`config.mk`:
```
export PLATFORM = sky130hd
export DESIGN_NAME = interval_set_merge_table
export DESIGN_NICKNAME = d
export VERILOG_FILES = /design/src/design/ism_pkg.sv /design/src/design/interval_set_merge_table.sv /design/src/design/ism_ctrl.sv /design/src/design/ism_path.sv
export VERILOG_INCLUDE_DIRS = /design/src /design/src/design
export SDC_FILE = /design/constraint.sdc
export NUM_CORES = 2
export LEC_CHECK = 0
export BUFFER_PORTS_ARGS = -buffer_cell sky130_fd_sc_hd__buf_2
export CAP_MARGIN = 10
export CORE_MARGIN = 2
export CORE_UTILIZATION = 28
export CTS_BUF_LIST = sky130_fd_sc_hd__clkbuf_2 sky130_fd_sc_hd__clkbuf_4 sky130_fd_sc_hd__clkbuf_8
export CTS_CLUSTER_DIAMETER = 100
export DETAILED_ROUTE_END_ITERATION = 12
export SYNTH_ARGS = -nofsm -noshare
export SYNTH_HDL_FRONTEND = slang
export SYNTH_HIERARCHICAL = 1
export SYNTH_SLANG_ARGS = --single-unit
```
`constraint.sdc`:
```
create_clock -name clk -period 16 [get_ports clk]
set_input_delay 2.4 -clock clk [delete_from_list [all_inputs] [get_ports clk]]
set_output_delay 2.4 -clock clk [all_outputs]
set_load 0.005 [all_outputs]
```
`src/design/assert_macros.svh`:
```
// Assertion macros used by the interval set merge table top level.
// Define ASSERT_OFF to compile the assertions away.
`ifndef ASSERT_MACROS_SVH
`define ASSERT_MACROS_SVH
`ifndef ASSERT_OFF
`define CHK_IMPLY(label, clk, rst, a, b) \
  label: assert property (@(posedge clk) disable iff (rst) (a) |-> (b)) else $error("label");
`define CHK_NEXT(label, clk, rst, a, b) \
  label: assert property (@(posedge clk) disable iff (rst) (a) |=> (b)) else $error("label");
`else
`define CHK_IMPLY(label, clk, rst, a, b)
`define CHK_NEXT(label, clk, rst, a, b)
`endif
`endif

```
`src/design/ism_pkg.sv`:
```
// Package for the interval set merge table: operation codes, controller
// states and the command/status structs. No dependencies.
package ism_pkg;
  localparam logic [2:0] OP_INSERT    = 3'd0;
  localparam logic [2:0] OP_CONTAINS  = 3'd1;
  localparam logic [2:0] OP_INTERSECT = 3'd2;
  localparam logic [2:0] OP_SHIFT     = 3'd3;
  localparam logic [2:0] OP_CLEAR     = 3'd4;

  localparam logic [1:0] REG_MERGE_START   = 2'd0;
  localparam logic [1:0] REG_MERGE_END     = 2'd1;
  localparam logic [1:0] REG_COVERED_START = 2'd2;
  localparam logic [1:0] REG_COVERED_END   = 2'd3;

  typedef enum logic [3:0] {
    ST_IDLE, ST_COVER_RD, ST_COVER, ST_COUNT_RD, ST_COUNT, ST_MERGE_RD, ST_MERGE,
    ST_APPEND, ST_SECT_RD, ST_SECT, ST_SHIFT_RD, ST_SHIFT, ST_DONE
  } ism_state_t;

  typedef struct packed {
    logic load;      // latch the item
    logic rd;        // issue a memory read at the scan index
    logic scan_rst;  // restart the scan index and counters
    logic cover_chk; // evaluate containment on the read entry
    logic cnt_chk;   // count kept entries
    logic merge;     // fold or compact the read entry
    logic append;    // write the merged range
    logic sect;      // evaluate a cropped piece
    logic shift;     // write back a shifted entry
    logic clear;
  } ism_cmd_t;

  typedef struct packed {
    logic scan_end;  // scan index has reached the entry count
    logic hit;       // containment seen
    logic full;      // kept count reached capacity
  } ism_sts_t;
endpackage

```
`src/design/interval_set_merge_table.sv`:
```
// Top level of the interval set merge table: ties controller and datapath.
// Depends on ism_pkg, ism_ctrl, ism_path and assert_macros.svh.
//
// Usage: raise start with operation and its operands; the item is taken at
// a clock edge where busy is low. The block holds up to ENTRIES disjoint
// intervals. Each result appears for one cycle with strobe high; the one that
// ends an item has last set. Intersect gives one result per cropped piece,
// or one with found low if there is none. An insert runs up to three scan
// passes (cover, count, merge), then an append and a done step; contains,
// intersect and shift run one scan pass, clear and unknown operations only
// the done step. The final result shows in the first cycle with busy low,
// and the next item may be taken in that same cycle.
// Results cannot be stalled; the receiver must take each strobe.
// Configuration: wr_en, wr_index, wr_data write one of the four 1-bit flags;
// write only while busy is low. Reset empties the table and sets every flag
// to 1; entry storage itself is not cleared.
`include "assert_macros.svh"
module interval_set_merge_table import ism_pkg::*; #(
  parameter int ENTRIES   = 16,
  parameter int TIME_BITS = 64
) (
  input  logic               clk,
  input  logic               rst,
  input  logic               start,
  output logic               busy,
  input  logic [2:0]         operation,
  input  logic signed [63:0] range_start,
  input  logic signed [63:0] range_end,
  input  logic               query_start_inclusive,
  input  logic               query_end_inclusive,
  input  logic signed [63:0] shift_amount,
  input  logic               wr_en,
  input  logic [1:0]         wr_index,
  input  logic               wr_data,
  output logic               strobe,
  output logic               status,
  output logic               found,
  output logic signed [63:0] piece_start,
  output logic signed [63:0] piece_end,
  output logic               last,
  output logic [$clog2(ENTRIES+1)-1:0] entry_total
);
  ism_cmd_t cmd;
  ism_sts_t sts;
  logic fin;
  logic [3:0] cfg;

  always_ff @(posedge clk) begin
    if (rst) begin
      cfg <= 4'hF;
    end else if (wr_en) begin
      cfg[wr_index] <= wr_data;
    end
  end

  ism_ctrl u_ctrl (
    .clk(clk), .rst(rst), .start(start), .operation(operation), .sts(sts),
    .busy(busy), .cmd(cmd), .fin(fin)
  );

  ism_path #(.ENTRIES(ENTRIES), .TIME_BITS(TIME_BITS)) u_path (
    .clk(clk), .rst(rst), .cmd(cmd), .fin(fin), .operation(operation),
    .range_start(range_start), .range_end(range_end),
    .query_start_inclusive(query_start_inclusive),
    .query_end_inclusive(query_end_inclusive), .shift_amount(shift_amount),
    .cfg(cfg), .sts(sts), .strobe(strobe), .status(status), .found(found),
    .piece_start(piece_start), .piece_end(piece_end), .last(last),
    .entry_total(entry_total)
  );

  `CHK_IMPLY(a_last_strobe, clk, rst, last && !strobe, 1'b1)
  `CHK_NEXT(a_fin_strobe, clk, rst, fin, strobe && last)
  `CHK_IMPLY(a_total_cap, clk, rst, 1'b1, entry_total <= ($clog2(ENTRIES+1))'(ENTRIES))
  `CHK_NEXT(a_start_busy, clk, rst, start && !busy, busy)
endmodule

```
`src/design/ism_ctrl.sv`:
```
// Controller state machine for the interval set merge table.
// Depends on ism_pkg.
module ism_ctrl import ism_pkg::*; (
  input  logic       clk,
  input  logic       rst,
  input  logic       start,
  input  logic [2:0] operation,
  input  ism_sts_t   sts,
  output logic       busy,
  output ism_cmd_t   cmd,
  output logic       fin
);
  ism_state_t state, state_next;
  logic [2:0] op;

  always_ff @(posedge clk) begin
    if (rst) begin
      state <= ST_IDLE;
    end else begin
      state <= state_next;
    end
    if (start && !busy) op <= operation;
  end

  assign busy = (state != ST_IDLE);

  always_comb begin
    state_next = state;
    cmd = '0;
    fin = 1'b0;
    unique case (state)
      ST_IDLE: if (start) begin
        cmd.load = 1'b1;
        cmd.scan_rst = 1'b1;
        priority case (operation)
          OP_INSERT:    state_next = ST_COVER_RD;
          OP_CONTAINS:  state_next = ST_COVER_RD;
          OP_INTERSECT: state_next = ST_SECT_RD;
          OP_SHIFT:     state_next = ST_SHIFT_RD;
          OP_CLEAR:     begin cmd.clear = 1'b1; state_next = ST_DONE; end
          default:      state_next = ST_DONE;
        endcase
      end
      ST_COVER_RD: begin
        if (sts.scan_end || sts.hit) begin
          cmd.scan_rst = (op == OP_INSERT) && !sts.hit;
          state_next = (op == OP_INSERT && !sts.hit) ? ST_COUNT_RD : ST_DONE;
        end else begin
          cmd.rd = 1'b1;
          state_next = ST_COVER;
        end
      end
      ST_COVER: begin cmd.cover_chk = 1'b1; state_next = ST_COVER_RD; end
      ST_COUNT_RD: begin
        if (sts.scan_end) begin
          // A full count is kept so the done cycle can flag the dropped insert.
          cmd.scan_rst = !sts.full;
          state_next = sts.full ? ST_DONE : ST_MERGE_RD;
        end else begin
          cmd.rd = 1'b1;
          state_next = ST_COUNT;
        end
      end
      ST_COUNT: begin cmd.cnt_chk = 1'b1; state_next = ST_COUNT_RD; end
      ST_MERGE_RD: begin
        if (sts.scan_end) begin
          state_next = ST_APPEND;
        end else begin
          cmd.rd = 1'b1;
          state_next = ST_MERGE;
        end
      end
      ST_MERGE: begin cmd.merge = 1'b1; state_next = ST_MERGE_RD; end
      ST_APPEND: begin cmd.append = 1'b1; state_next = ST_DONE; end
      ST_SECT_RD: begin
        if (sts.scan_end) begin
          state_next = ST_DONE;
        end else begin
          cmd.rd = 1'b1;
          state_next = ST_SECT;
        end
      end
      ST_SECT: begin cmd.sect = 1'b1; state_next = ST_SECT_RD; end
      ST_SHIFT_RD: begin
        if (sts.scan_end) begin
          state_next = ST_DONE;
        end else begin
          cmd.rd = 1'b1;
          state_next = ST_SHIFT;
        end
      end
      ST_SHIFT: begin cmd.shift = 1'b1; state_next = ST_SHIFT_RD; end
      ST_DONE: begin fin = 1'b1; state_next = ST_IDLE; end
      default: state_next = ST_IDLE;
    endcase
  end
endmodule

```
`src/design/ism_path.sv`:
```
// Datapath of the interval set merge table: entry memory, scan index,
// comparators and result registers. Depends on ism_pkg.
module ism_path import ism_pkg::*; #(
  parameter int ENTRIES   = 16,
  parameter int TIME_BITS = 64
) (
  input  logic               clk,
  input  logic               rst,
  input  ism_cmd_t           cmd,
  input  logic               fin,
  input  logic [2:0]         operation,
  input  logic signed [63:0] range_start,
  input  logic signed [63:0] range_end,
  input  logic               query_start_inclusive,
  input  logic               query_end_inclusive,
  input  logic signed [63:0] shift_amount,
  input  logic [3:0]         cfg,
  output ism_sts_t           sts,
  output logic               strobe,
  output logic               status,
  output logic               found,
  output logic signed [63:0] piece_start,
  output logic signed [63:0] piece_end,
  output logic               last,
  output logic [$clog2(ENTRIES+1)-1:0] entry_total
);
  localparam int IW = $clog2(ENTRIES);
  localparam int CW = $clog2(ENTRIES + 1);
  localparam int TW = TIME_BITS;
  localparam logic signed [TW-1:0] TMAX = {1'b0, {(TW-1){1'b1}}};
  localparam logic signed [TW-1:0] TMIN = {1'b1, {(TW-1){1'b0}}};

  logic signed [TW-1:0] mem_b [ENTRIES];
  logic signed [TW-1:0] mem_f [ENTRIES];
  logic signed [TW-1:0] rd_b, rd_f, s, e;
  logic signed [TW-1:0] s_in, e_in;
  logic [2:0] op;
  logic qs, qe, hit, pend, sect_hit;
  logic signed [64:0] amt;
  logic [CW-1:0] idx, cnt, kept;
  logic signed [TW-1:0] p_s, p_e;

  function automatic logic signed [TW-1:0] clampt(input logic signed [63:0] v);
    logic signed [TW-1:0] r;
    r = v[TW-1:0];
    if (v > 64'(TMAX)) r = TMAX;
    else if (v < 64'(TMIN)) r = TMIN;
    return r;
  endfunction

  // Two extra bits hold the exact sum; the result is clamped back.
  function automatic logic signed [TW-1:0] sat_add(input logic signed [TW-1:0] a,
                                                   input logic signed [64:0] d);
    logic signed [65:0] t;
    logic signed [TW-1:0] r;
    t = 66'(a) + 66'(d);
    r = t[TW-1:0];
    if (t > 66'(TMAX)) r = TMAX;
    else if (t < 66'(TMIN)) r = TMIN;
    return r;
  endfunction

  assign s_in = clampt(range_start);
  assign e_in = clampt(range_end);

  logic ovl, cov, no_in, no_out, cs, ce;
  always_comb begin
    cs = (op == OP_CONTAINS) ? qs : cfg[REG_COVERED_START];
    ce = (op == OP_CONTAINS) ? qe : cfg[REG_COVERED_END];
    cov = (cs ? (s >= rd_b) : (s > rd_b)) && (ce ? (e <= rd_f) : (e < rd_f));
    no_in = cfg[REG_MERGE_START] ? (e < rd_b) : (e <= rd_b);
    no_out = cfg[REG_MERGE_END] ? (s > rd_f) : (s >= rd_f);
    ovl = !no_in && !no_out;
  end

  assign sect_hit = (rd_f > s) && (rd_b < e);

  assign sts.scan_end = (idx >= cnt) || (idx >= CW'(ENTRIES));
  assign sts.hit = hit;
  assign sts.full = (kept >= CW'(ENTRIES));

  always_ff @(posedge clk) begin
    if (cmd.rd) begin
      rd_b <= mem_b[idx[IW-1:0]];
      rd_f <= mem_f[idx[IW-1:0]];
    end
    if (cmd.merge && !ovl) begin
      mem_b[kept[IW-1:0]] <= rd_b;
      mem_f[kept[IW-1:0]] <= rd_f;
    end else if (cmd.append) begin
      mem_b[kept[IW-1:0]] <= s;
      mem_f[kept[IW-1:0]] <= e;
    end else if (cmd.shift) begin
      mem_b[idx[IW-1:0] - 1'b1] <= sat_add(rd_b, amt);
      mem_f[idx[IW-1:0] - 1'b1] <= sat_add(rd_f, amt);
    end
  end

  always_ff @(posedge clk) begin
    if (cmd.load) begin
      op <= operation;
      qs <= query_start_inclusive;
      qe <= query_end_inclusive;
      amt <= 65'(shift_amount);
      s <= (e_in < s_in) ? e_in : s_in;
      e <= (e_in < s_in) ? s_in : e_in;
    end else if (cmd.merge && ovl) begin
      if (rd_b < s) s <= rd_b;
      if (rd_f > e) e <= rd_f;
    end
    if (cmd.sect && sect_hit) begin
      p_s <= (rd_b > s) ? rd_b : s;
      p_e <= (rd_f < e) ? rd_f : e;
    end
  end

  always_ff @(posedge clk) begin
    if (rst) begin
      cnt <= '0; idx <= '0; kept <= '0; hit <= 1'b0; pend <= 1'b0;
      strobe <= 1'b0; status <= 1'b0; found <= 1'b0; last <= 1'b0;
      piece_start <= '0; piece_end <= '0;
    end else begin
      if (cmd.scan_rst) idx <= '0;
      else if (cmd.rd) idx <= idx + 1'b1;
      if (cmd.scan_rst) kept <= '0;
      else if ((cmd.cnt_chk || cmd.merge) && !ovl) kept <= kept + 1'b1;
      if (cmd.load) hit <= 1'b0;
      else if (cmd.cover_chk && cov) hit <= 1'b1;
      if (cmd.clear) cnt <= '0;
      else if (cmd.append) cnt <= kept + 1'b1;
      if (cmd.load) pend <= 1'b0;
      else if (cmd.sect && sect_hit) pend <= 1'b1;
      strobe <= fin || (cmd.sect && sect_hit && pend);
      // An intersect piece is held one step so the final one can carry last.
      if (fin) begin
        last <= 1'b1;
        status <= (op == OP_INSERT) && !hit && sts.full;
        found <= (op == OP_CONTAINS) ? hit : ((op == OP_INTERSECT) && pend);
        piece_start <= ((op == OP_INTERSECT) && pend) ? 64'(p_s) : '0;
        piece_end <= ((op == OP_INTERSECT) && pend) ? 64'(p_e) : '0;
      end else if (cmd.sect && sect_hit && pend) begin
        status <= 1'b0; found <= 1'b1; last <= 1'b0;
        piece_start <= 64'(p_s); piece_end <= 64'(p_e);
      end
    end
  end

  assign entry_total = cnt;
endmodule

```
# ---- Word level (Yosys, flattened, before mapping)
# Memories as Yosys holds them, arrays and structs flattened. A register that Yosys moved wholly into a read port is not among the register bits.
# Index checks and enable logic that the tools add are counted.
dict set report op_classes {
  bitwise_logic 2
  muxes 90
  reduce_logical 43
  add_sub_neg 5
  magnitude_cmp 28
  n_eq_ne 19
}
# op n
set ops {}
lappend ops {{64-bit 2-to-1 mux} 34}
lappend ops {{64-bit < comparator} 6}
lappend ops {{64-bit > comparator} 5}
lappend ops {{66-bit by 64-bit > comparator with 1-bit output, second input constant} 2}
lappend ops {{66-bit by 64-bit < comparator with 1-bit output, second input constant} 2}
lappend ops {{64-bit by 64-bit adder with 65-bit output} 2}
lappend ops {{64-bit >= comparator} 2}
lappend ops {{64-bit > comparator, second input constant} 2}
lappend ops {{64-bit <= comparator} 2}
lappend ops {{64-bit < comparator, second input constant} 2}
lappend ops {{64-bit OR reduction} 2}
lappend ops {{4-bit one-hot mux with 12 select lines} 1}
lappend ops {{1-bit 2-to-1 mux} 41}
lappend ops {{4-bit 2-to-1 mux} 7}
lappend ops {{4-bit equality test, second input constant} 5}
lappend ops {{4-bit by 3-bit equality test with 1-bit output, second input constant} 4}
lappend ops {{1-bit logical AND} 15}
lappend ops {{4-bit one-hot mux with 3 select lines} 1}
lappend ops {{5-bit by 1-bit adder with 5-bit output, second input constant} 2}
lappend ops {{5-bit >= comparator, second input constant} 2}
lappend ops {{3-bit by 2-bit equality test with 1-bit output, second input constant} 3}
lappend ops {{3-bit zero test} 3}
lappend ops {{4-bit by 2-bit equality test with 1-bit output, second input constant} 2}
lappend ops {{2-bit nonzero test} 4}
lappend ops {{other kinds (21)} 36}
dict set report word_totals {
  input_bits 204
  out_inout_bits 138
  regBits 485
  ramBits 2048
  mem_count 2
}
# memory words word_bits rd rd_clocked_by_memory_dff wr line_no
set memory_table {}
lappend memory_table {u_path.mem_b 16 64 1 1 1 ism_path.sv:33} ;# logic signed [TW-1:0] mem_b [ENTRIES];
lappend memory_table {u_path.mem_f 16 64 1 1 1 ism_path.sv:34} ;# logic signed [TW-1:0] mem_f [ENTRIES];

# ---- Logic depth before layout (Yosys ltp)
dict set report depth {
  depth_word 10
  depth_mapped 17
  ltp_nobuf 14
}

# ---- By module
# The synthesis kept the hierarchy.
# mod area_per_inst_um2 instances cells_each
set modules_own_cells {}
lappend modules_own_cells {ism_path 118620.0 1 7441}
lappend modules_own_cells {ism_ctrl 515.5 1 68}
lappend modules_own_cells {interval_set_merge_table 171.4 1 17}

# ---- Worst setup path before layout
# Ideal clock, no wire load.
dict set report synth_path {
  path_type {flip-flop to flip-flop}
  startpoint {reg u_path.rd_f[9] (read register of u_path.mem_f)}
  endpoint {mem u_path/mem_b[7][0] in the netlist's numbering, enable pin}
  t_arrival_ps 15582
  path_stages_with_launch 12
  n_path_buf 1
  t_required_ps 15039
  setup_time_ps 961
  setup_slack_ps -542
  cell_sequence {edfxtp_1 ha_1 a211o_1 o211ai_1 a21oi_1 o31ai_1 a41oi_1 a211oi_1 mux2i_1 a31oi_2 clkbuf_1 o41ai_1}
}
dict set report synth_via {
  elab_chain_cells 10
  word_cells_on_any_way 17
  classes_between {2 x order compare; 9 x mux; 1 x bitwise; 5 x reduce/logical}
}
# item line_no
set synth_rtl {}
lappend synth_rtl {{start: declaration} ism_path.sv:35} ;# logic signed [TW-1:0] rd_b, rd_f, s, e;
lappend synth_rtl {{64-bit >= comparator / 64-bit > comparator (equally long branches)} ism_path.sv:72} ;# no_out = cfg[REG_MERGE_END] ? (s > rd_f) : (s >= rd_f);
lappend synth_rtl {{1-bit 2-to-1 mux *} ism_path.sv:72}
lappend synth_rtl {{1-bit zero test *} ism_path.sv:73} ;# ovl = !no_in && !no_out;
lappend synth_rtl {{1-bit logical AND *} ism_path.sv:73}
lappend synth_rtl {{1-bit zero test *} ism_path.sv:87} ;# if (cmd.merge && !ovl) begin
lappend synth_rtl {{1-bit logical AND *} ism_path.sv:87}
lappend synth_rtl {{1-bit 2-to-1 mux} ism_path.sv:87}
lappend synth_rtl {{1-bit 2-to-1 mux, on equally long branches} {ism_path.sv:94, ism_path.sv:88, ism_path.sv:91}}
lappend synth_rtl {{64-bit OR reduction (no source line) / 1-bit OR (equally long branches)} --}
lappend synth_rtl {{4-bit 2-to-1 mux (no source line) / 1-bit 2-to-1 mux (equally long branches)} --}
lappend synth_rtl {{end: declaration} ism_path.sv:33}
# Every way passes the cells marked *; elsewhere a longest branch is shown, timed or not.

# ---- Final worst setup path
dict set report layout_path {
  startpoint {reg u_path.rd_b[59] (read register of u_path.mem_b)}
  endpoint {mem u_path/mem_b[2][10] in the netlist's numbering, data pin}
}
dict set report layout_via {
  elab_chain_cells 10
  word_cells_on_any_way 22
  classes_between {1 x add/sub; 4 x order compare; 12 x mux; 5 x reduce/logical}
}
# item line_no
set layout_rtl {}
lappend layout_rtl {{start: declaration} ism_path.sv:35}
lappend layout_rtl {{parallel branches: the longest is 9 deep, another holds 66-bit by 64-bit < comparator with 1-bit output} --}
lappend layout_rtl {{64-bit 2-to-1 mux (no source line) *} --}
# Mark *: on every way between the ends. The select of a mux whose other input is x is not followed.

==> impl_results.md <==
* Top_reg_cell synth: edfxtp_1
* Mapped Cells at 7526
* #FFs+latches synth at 2661
* # rows at 239
* Max Clock Skew at 156 ps
* Final setup violation count at 0
* Crit path largest cell delay at 910 ps
* Top-area cell type share of the netlist area at 63.0%
* DRT iter0 DRCs at 8510
* Worst-margin pin slew at 1370 ps
* Die Ht at 657 um
* CTS tree: built
* LEAKAGE at 45.8 nW
* Top cells by count, synth: edfxtp_1, mux4_2, ha_1
* Yosys top cell by area: edfxtp_1
* Clk root buf: clkbuf_8
* Number of global-route vias before repair at 73000
* Pwr/cell area at 131 mW/mm^2
* CTS max path bufs at 4
* Syn Std Cell Area at 0.119 sq mm
* DR top layer: met5
* Vias at 74400
* Final Instance Count excl. Fillers at 14100
* Worst R2R End: u_path/mem_b[2][10]
* Fin. Hold Viols at 0
* CP cell instances: ha_1 -> nand4_1 -> nor4_1 -> buf_4 -> nand4_1 -> o21ai_1 -> a31oi_1 -> mux2i_1 -> or3b_1 -> a41oi_4 -> buf_4 -> buf_4 -> o22ai_1 -> nor2_1
* Worst Hold Path EP: u_path/piece_end[61]
* Grt total ovfl at 0
* Worst Hold Launch: u_path/p_e[61]
* Sequential cell area fraction in the yosys report at 65.7%
* Share of cells above drive strength 1 at 23.8%
* Wl on met1 at 166000 um
* CP required at 16790 ps
* Starting Density at 28.1%
* F_max at 127 MHz
* Worst slack, placed at 7950 ps
* Hold_buf cts at 0
* Worst path slowest cell: nor2_1
* CTS Sinks at 2661
* Async set-or-reset flop fraction in the synthesized netlist at 0%
* Core ar. at 0.424 sq mm
* Most common cell in the netlist: edfxtp_1
* Period minus WS final at 7890 ps
* Chip width at 657 um
* Mapped Nets at 8188
* H-tree lvl count at 5
* Worst setup EP type: flop
* WL/cell at 30.7 um
* Nets@finish at 8675
* RSZ-0062 raised after global routing: false
* Worst-skew pair later-pin latency at 1180 ps
* Worst vdd ir at 0.0000713 V
* Post-synth EDFFs at 2504
* Buffer and inverter count on the worst path at 3
* Post-route clock period utilization at 49.3%
* Type of origin of the critical path: flop
* Setup Buffers After CTS at 0
* Area Growth Syn to Fin at 14.7%
* R2R cell count at 14
* Pins over their slew limit at 0
* Outcome: finished clean
* Initial antenna violation count at 93
* First-pass GRT wire length at 588000 um
* Slew margin rel. at 7.74%
* Reg2Reg Setup Slack at 8110 ps
* Die Footprint at 0.431 sq mm
* Max-cap violation count at 0
* Clock-pin slew on the worst setup and hold paths at 70 ps
* Unique masters post-synth at 92
* Worst Hold Depth at 2
* Io pins at 342
* Syn Area/Cell at 15.9 sq um
* Critical Path Most Common Cell: buf_4
* CP Max Fanout at 45
* Critical path class: flop to flop
* Largest net degree at the start of global routing at 106
* Met3 WL post-DR at 39000 um
* CP top delay family: simple AND/OR/NAND/NOR gates
* Setup WS post-layout at 8110 ps
* PortBufs at 341
* Placed wire-length estimate at 287000 um
* CTS-repair resized insts at 0
* DRT antenna net count at 0
* Worst flop-to-flop path startpoint: u_path/rd_b[59]
* Post-Route WL at 431000 um
* DRC viols at 0
* Area contributors post-synth: edfxtp_1, mux4_2, ha_1
* DR pass1 iterations at 6
* Placer congestion estimate at 0.983
* Hold Crit Class: flop to flop
* Dpl cells at 13200
* Vias per cell at 5.29
* Critical Path AT at 8680 ps
* CTS Buf Count at 422
* All-Layer GR Usage at 19.3%
* Metal2 WL at 205000 um
* Synth warn at 6
[worst reg2reg max path: cells and delay by family, from the launching register on]
kind,cells,cell delay [ps]
mux,1,160
compound gates,4,1760
fa+ha+maj,1,420
flops,1,580
simple gates,5,2790
buf+inv,3,1780
[worst max path at each step]
stage                    startpoint                   to  cells after the start
CTS                 u_path/rd_b[59]  u_path/mem_b[5][63]                     16
finish              u_path/rd_b[59]  u_path/mem_b[2][10]                     14
global route        u_path/rd_f[14]  u_path/mem_b[5][35]                     13
global placement    range_start[53]          u_path/e[3]                     14
detailed placement  range_start[53]         u_path/s[19]                     14
floorplan            u_path/rd_f[9]   u_path/mem_b[7][0]                     11
[layer usage]
layer / GRT usage, % / vias up
met5: 0 / -
met4: 8.45 / 22
met3: 4.84 / 856
met2: 31.5 / 3921
met1: 24.2 / 38600
li1: - / 31000
[cell usage in the layout (no fill, tap or decap), drive strengths merged, types with 55 or more instances in the layout]
cell type / Yosys / final
clkinv: 1 / 158
xnor2: 82 / 82
o221a: 55 / 55
edfxtp: 2504 / 2504
mux2i: 143 / 143
nand3: 213 / 213
a21oi: 449 / 449
nor2: 344 / 344
nand2: 348 / 348
mux2: 69 / 69
o21ai: 398 / 398
o22ai: 81 / 81
clkbuf: 304 / 563
buf: 151 / 518
nand4: 108 / 108
dfxtp: 157 / 157
inv: 247 / 265
mux4: 620 / 620
a21o: 132 / 132
nand2b: 152 / 152
ha: 456 / 456
[layout make-up]
class                           count  area [sq um]
Fill cell                       41300        287000
Sequential cell                  2661         78300
Multi-Input combinational cell   4162         38500
Tap cell                         5663          7090
Clock buffer                      563          6970
Timing Repair Buffer              518          3180
Clock inverter                    210          1720
Inverter                          248           946
Antenna cell                       37          92.6
[power breakdown]
part | leakage [nW] | internal, mW | switching (mW) | total [mW]
clock | 4.58 | 3.23 | 2.81 | 6.04
sequential | 23.8 | 7.97 | 0.418 | 8.39
combinational | 17.4 | 1.05 | 2.47 | 3.52
total | 45.8 | 12.2 | 5.70 | 17.9
[stage by stage]
stage               cell area [sq um]  hold WS, ps  TNS [ps]  power, mW  utilization, %
floorplan                      119000          437   -250590       10.2               -
global placement               128000          452         0       11.9            30.2
detailed placement             128000          453         0       11.9            30.2
CTS                            137000          408         0       18.0            32.2
global route                   137000          433         0       18.6            32.3
finish                         137000          389         0       17.9            32.3
[cell families after synthesis]
logic type,Yosys count,synth area share (%)
AO/OA/AOI/OAI,1377,7.10
XOR/XNOR,130,0.954
adder cells (fa/ha/maj),458,4.82
buffers and inverters,703,2.39
flip-flops,2661,65.7
multiplexers,832,13.6
AND/OR/NAND/NOR,1365,5.52
Power figures use the tool's default switching activity.
